### src/hdl/lsac_pkg.sv
// Shared types and constants for the LRU set-associative cache model.
// No dependencies; imported by the core and the lookup/update module.
package lsac_pkg;

    // default sizing handed to the top level parameters
    localparam int MAX_SET_BITS_DEF = 6;
    localparam int MAX_WAYS_DEF     = 8;
    localparam int ADDRESS_BITS_DEF = 32;

    // fixed field widths
    localparam int OP_W       = 2;
    localparam int CFG_IDX_W  = 2;
    localparam int CFG_DATA_W = 5;
    localparam int COUNT_W    = 32;
    localparam int SBITS_W    = 3;
    localparam int OFFSET_W   = 5;
    localparam int WAYSCFG_W  = 4;

    // access kinds
    localparam logic [OP_W-1:0] OP_LOAD   = 2'd0;
    localparam logic [OP_W-1:0] OP_STORE  = 2'd1;
    localparam logic [OP_W-1:0] OP_MODIFY = 2'd2;
    localparam logic [OP_W-1:0] OP_NONE   = 2'd3;

    // configuration register indexes
    localparam logic [CFG_IDX_W-1:0] CFG_SET_BITS    = 2'd0;
    localparam logic [CFG_IDX_W-1:0] CFG_OFFSET_BITS = 2'd1;
    localparam logic [CFG_IDX_W-1:0] CFG_WAYS        = 2'd2;

    // outcome of the first access of a request
    typedef struct packed {
        logic hit;
        logic evicted;
    } t_outcome;

endpackage

### src/hdl/lsac_lookup.sv
// Tag compare and LRU update of one set row, purely combinational.
// Depends on lsac_pkg (t_outcome).
module lsac_lookup import lsac_pkg::*; #(
    parameter int MAX_WAYS     = MAX_WAYS_DEF,
    parameter int ADDRESS_BITS = ADDRESS_BITS_DEF
) (
    input  logic [MAX_WAYS-1:0][ADDRESS_BITS-1:0]                        i_tags,
    input  logic [MAX_WAYS-1:0]                                          i_valid,
    input  logic [MAX_WAYS-1:0][((MAX_WAYS > 1) ? $clog2(MAX_WAYS) : 1)-1:0] i_rank,
    input  logic [MAX_WAYS-1:0]                                          i_way_en,
    input  logic [ADDRESS_BITS-1:0]                                      i_tag,
    output logic [MAX_WAYS-1:0][ADDRESS_BITS-1:0]                        o_tags,
    output logic [MAX_WAYS-1:0]                                          o_valid,
    output logic [MAX_WAYS-1:0][((MAX_WAYS > 1) ? $clog2(MAX_WAYS) : 1)-1:0] o_rank,
    output t_outcome                                                     o_outcome
);

    localparam int RANK_W = (MAX_WAYS > 1) ? $clog2(MAX_WAYS) : 1;
    localparam int WAY_W  = (MAX_WAYS > 1) ? $clog2(MAX_WAYS) : 1;
    localparam logic [RANK_W-1:0] RANK_MAX = RANK_W'(MAX_WAYS - 1);

    logic [MAX_WAYS-1:0] match;
    logic                hit;
    logic [WAY_W-1:0]    hit_way;
    logic [RANK_W-1:0]   hit_rank;
    logic                have_free;
    logic [WAY_W-1:0]    free_way;
    logic                have_vic;
    logic [WAY_W-1:0]    vic_way;
    logic [RANK_W-1:0]   vic_rank;
    logic [WAY_W-1:0]    target;

    // tag compare over the ways in use
    always_comb begin
        for (int w = 0; w < MAX_WAYS; w++) begin
            match[w] = i_way_en[w] & i_valid[w] & (i_tags[w] == i_tag);
        end
    end

    // lowest matching way, lowest free way
    always_comb begin
        hit       = 1'b0;
        hit_way   = '0;
        have_free = 1'b0;
        free_way  = '0;
        for (int w = MAX_WAYS - 1; w >= 0; w--) begin
            if (match[w]) begin
                hit     = 1'b1;
                hit_way = WAY_W'(w);
            end
            if (i_way_en[w] && !i_valid[w]) begin
                have_free = 1'b1;
                free_way  = WAY_W'(w);
            end
        end
    end

    // LRU victim: largest rank, ties to the lowest way
    always_comb begin
        have_vic = 1'b0;
        vic_way  = '0;
        vic_rank = '0;
        for (int w = 0; w < MAX_WAYS; w++) begin
            if (i_way_en[w] && i_valid[w] && (!have_vic || i_rank[w] > vic_rank)) begin
                have_vic = 1'b1;
                vic_way  = WAY_W'(w);
                vic_rank = i_rank[w];
            end
        end
    end

    assign hit_rank = i_rank[hit_way];
    assign target   = have_free ? free_way : vic_way;

    // updated row
    always_comb begin
        o_tags  = i_tags;
        o_valid = i_valid;
        o_rank  = i_rank;
        if (hit) begin
            for (int k = 0; k < MAX_WAYS; k++) begin
                if (WAY_W'(k) != hit_way && i_way_en[k] && i_valid[k] &&
                    i_rank[k] < hit_rank) begin
                    o_rank[k] = i_rank[k] + RANK_W'(1);
                end
            end
            o_rank[hit_way] = '0;
        end else begin
            for (int k = 0; k < MAX_WAYS; k++) begin
                if (WAY_W'(k) != target && i_way_en[k] && i_valid[k] &&
                    i_rank[k] < RANK_MAX) begin
                    o_rank[k] = i_rank[k] + RANK_W'(1);
                end
            end
            o_tags[target]  = i_tag;
            o_valid[target] = 1'b1;
            o_rank[target]  = '0;
        end
    end

    assign o_outcome.hit     = hit;
    assign o_outcome.evicted = !hit && !have_free;

endmodule

### config.mk
export PLATFORM = sky130hd
export DESIGN_NAME = lsac_lookup
export DESIGN_NICKNAME = d
export VERILOG_FILES = /design/src/hdl/lsac_pkg.sv /design/src/hdl/lsac_lookup.sv
export SDC_FILE = /design/constraint.sdc
export NUM_CORES = 1
export LEC_CHECK = 0
export BUFFER_PORTS_ARGS = -buffer_cell sky130_fd_sc_hd__buf_2
export CAP_MARGIN = 20
export CORE_AREA = 8 8 235 237
export DETAILED_ROUTE_END_ITERATION = 10
export DIE_AREA = 0 0 243 245
export PLACE_DENSITY = 0.52
export SLEW_MARGIN = 40
export SYNTH_ARGS = -nofsm -noshare
export SYNTH_HDL_FRONTEND = slang
export SYNTH_SLANG_ARGS = --single-unit
### constraint.sdc
create_clock -name vclk -period 13
set_input_delay 1.3 -clock vclk [all_inputs]
set_output_delay 1.3 -clock vclk [all_outputs]
set_load 0.05 [all_outputs]
### Word level (Yosys, flattened, before mapping)

Cells that the tools add are included.

* $add $sub $neg: 8
* order comparisons: 27
* equal/unequal tests: 22
* muxes and demuxes: 100
* bitwise gates (word level): 21
* reduce and logical (&&, ||, !) cells: 100

Operators by type and width (count)
* bitwise mux 256 bit: 1
* == test 32 bit: 8
* two-way mux 256 bit: 1
* two-way mux 3 bit: 65
* demux 32 bit (select 3 bit): 1
* logical AND 1 bit: 74
* AND 24 bit: 2
* inverter 24 bit: 2
* two-way mux 32 bit: 1
* two-way mux 1 bit: 25
* adder 3 x 1 -> 3 bit (second input constant): 8
* less-than comparator 3 bit: 8
* less-than comparator 3 bit (second input constant): 8
* two-way mux 24 bit: 1
* != test 3 bit (first input constant): 8
* greater-than comparator 3 bit: 7
* demux 3 bit (select 3 bit): 2
* zero test 1 bit: 17
* AND 1 bit: 16
* != test 2 x 3 -> 1 bit (first input constant): 4
* binary-select mux 3 bit (select 3 bit): 1
* less-than comparator 3 x 4 -> 1 bit (second input constant): 2
* two-way mux 8 bit: 1
* OR 8 bit: 1
* other kinds (5): 14

* register bits: 0
* input bits: 328
* word-level logic and storage cells: 278

### Longest topological paths before layout

* depth after elaboration: 39
* mapped depth: 59
* mapped depth without buffers: 57

### Worst setup path after synthesis

Ideal clock, no wire load.

* kind: input to output
* from: input i_valid[0]
* to: output o_rank[20] in the netlist's numbering
* arrival time: 11767 ps
* required time: 11700 ps
* slack: -67 ps
* stages on the path: 55
* cells stage by stage: and2_1 > clkbuf_1 > nand2_1 > ha_1 > nor2b_1 > o21a_1 > o21ai_0 > a21oi_1 > o21ai_0 > inv_1 > ha_1 > nor2b_1 > o21ai_0 > a32oi_1 > o21ai_1 > mux2_2 > ha_1 > nor2b_1 > (+19 left out) > nor2b_1 > o21ai_0 > a32oi_1 > o21ai_1 > mux2_2 > ha_1 > nor2b_1 > o21ai_0 > a32oi_1 > a21oi_1 > nor2_1 > o31ai_1 > a211oi_1 > nand2_1 > o311ai_0 > o21ai_0 > o211a_1 > a211oi_1

RTL lines
* from (decl): RTL line lsac_lookup.sv:8 `input logic [MAX_WAYS-1:0] i_valid,`
* to (decl): RTL line lsac_lookup.sv:14 `output logic [MAX_WAYS-1:0][((MAX_WAYS > 1) ? $clog2(MAX_WAYS) : 1)-1:0] o_rank,`

==> impl_metrics.tcl <==
set metrics [dict create \
    outcome "finished, final reports clean" \
    routabilityCongestion 0.988 \
    routed_via_density 5.38 \
    arrival_ps 11200 \
    postRouteWirelength_mm 79.7 \
    setup_viol 0 \
    num_vias 14240 \
    final_cells 2647 \
    dieArea_mm2 0.0595 \
    drtIter0Drc 1087 \
    final_common_cell "buf_2" \
    final_max_slew_viol_count 0 \
    fmax_mhz 80.0 \
    critPathSlowestCell "mux2_2" \
    cts_hold_buffers 0 \
    drive_above_1_share 0.522 \
    nClkBuffers 0 \
    holdCritPathClass "in -> out" \
    io_pins 618 \
    nFlopsAndLatches 0 \
    place_area_mm2 0.0146 \
    worstSetupEndpointType "output port" \
    period_share 0.962 \
    synthesis.area_mm2 0.0105 \
    holdWs_ps 2960 \
    critPathBufInv 10 \
    fin_nets 2325 \
    fin_crit_ps 12500 \
    seq_area_frac_synth 0 \
    nFillCells 5746 \
    regArea_um2 0 \
    area_delta_synth_final_pct 44.9 \
    grt_pass1_vias 14631 \
    power_density_mw_per_mm2 70.1 \
    grt_pass1_wl_mm 107 \
    final.setup.tns_ps 0 \
    crit_type "in -> out" \
    die_h_um 245 \
    grt_overflow_total 0 \
    leakage_nw 6.53 \
    grt_max_degree 35 \
    hold_viol 0 \
    place_inst 2612 \
    initial_core_util 0.202 \
    first_pass_iters 5 \
    syn-mean-instance-area_um2 7.61 \
    tightest_slew_ps 869 \
    grt_usage 0.243 \
    startpoint_type "input pin" \
    synth_nets 1747 \
    rows 84 \
    drc 0 \
    required_ps 11700 \
    antenna_found_initial 16 \
    ir_drop_mv 0.0761 \
    port_buffers 618 \
    multi_input_area_mm2 0.0101 \
    cpPeakStageDelay_ps 420 \
    avgRoutedWirePerCell_um 30.1 \
    yosys.cell_types.count 82 \
    core_mm2 0.0517 \
    maxCapViolations 0 \
    postSynthCellCount 1374 \
    fin_area_mm2 0.0152 \
    layout_common_cells "595 x buf_2, 254 x mux2_2, 134 x xor2_1, 127 x xnor2_1, 91 x nand2_1" \
    cp_top_family "compound AO/OA/AOI/OAI gates" \
    worst-path-max-fanout 34 \
    cp_common_cell "o21ai_1" \
    dp_hpwl_mm 66.9 \
    die_x_um 243 \
    yosysWarnings 0 \
    ant_nets 0 \
    max-slew-margin-rel 0.419 \
]
-- cell families after synthesis --
group | after synthesis | synth area share
compound gates | 233 | 0.153
fa+ha+maj | 45 | 0.0538
buf+inv | 139 | 0.0611
mux | 269 | 0.289
xor+xnor | 262 | 0.219
simple gates | 426 | 0.224
-- synthesized netlist by cell type, drive strengths merged (5+ instances only) --
master	instances	area share
o21ai	66	0.033
nor4	58	0.036
nor2	57	0.021
nand3	26	0.012
clkbuf	31	0.011
o22ai	6	0.0036
a21oi	50	0.026
xor2	134	0.11
or3	7	0.0047
and3	5	0.0030
a31oi	11	0.0066
ha	45	0.054
a211oi	20	0.015
xnor2	128	0.11
nand2	93	0.033
nor3	25	0.012
a32oi	7	0.0059
o21a	13	0.0093
buf	73	0.037
mux2	261	0.28
nand2b	12	0.0072
or2	9	0.0054
nand4b	6	0.0050
inv	35	0.013
mux2i	8	0.0077
nor4b	11	0.0098
o211ai	9	0.0065
o221ai	5	0.0054
nor2b	20	0.012
a21o	6	0.0043
and2	17	0.010
nand4	64	0.038
-- layer usage --
layer | track usage | share of wire | vias to the layer above | wire (um)
met2 | 0.415 | 0.47 | 872 | 37200
li1 | - | - | 6244 | -
met5 | 0 | 0.0012 | - | 92
met3 | 0.0555 | 0.084 | 139 | 6690
met4 | 0.0635 | 0.030 | 14 | 2420
met1 | 0.304 | 0.42 | 6971 | 33300
-- stage by stage --
stage | setup slack (ps) | power (mW) | util
after floorplan | 29.5 | 0.669 | -
after global placement | 116 | 1.01 | 0.281
after detailed placement | -17.2 | 1.01 | 0.281
after CTS | 10.2 | 1.01 | 0.282
after global routing | -109 | 1.10 | 0.293
final | 500 | 1.06 | 0.293
-- report_power, final --
part              total, mW  internal (mW)  switching, mW  leakage [nW]
Combinational          1.06          0.335          0.728          6.53
Sequential                0              0              0             0
Clock          0.0000000439   0.0000000439              0     0.0000570
Total                  1.06          0.335          0.728          6.53
-- final cells by class --
cell class         instances  area share
well taps                688      0.0568
diodes                     9     0.00149
inverters                 35     0.00867
multi-input cells       1235       0.667
repair buffers           680       0.266
-- what timing repair did --
| action | CTS | global route |
|---|---|---|
| pin swaps | 0 | 32 |
| setup endpoints to repair | 34 | 288 |
| buffers inserted | 0 | 20 |
| gates resized for setup | 2 | 94 |
| cloned | 0 | 6 |
-- path summary, 6_finish.rpt --
kind,start,end,cells past startpoint
max,i_valid[0],o_tags[76],58
min,i_valid[3],o_valid[3],3
No activity file was read; power rests on OpenSTA's default activity.
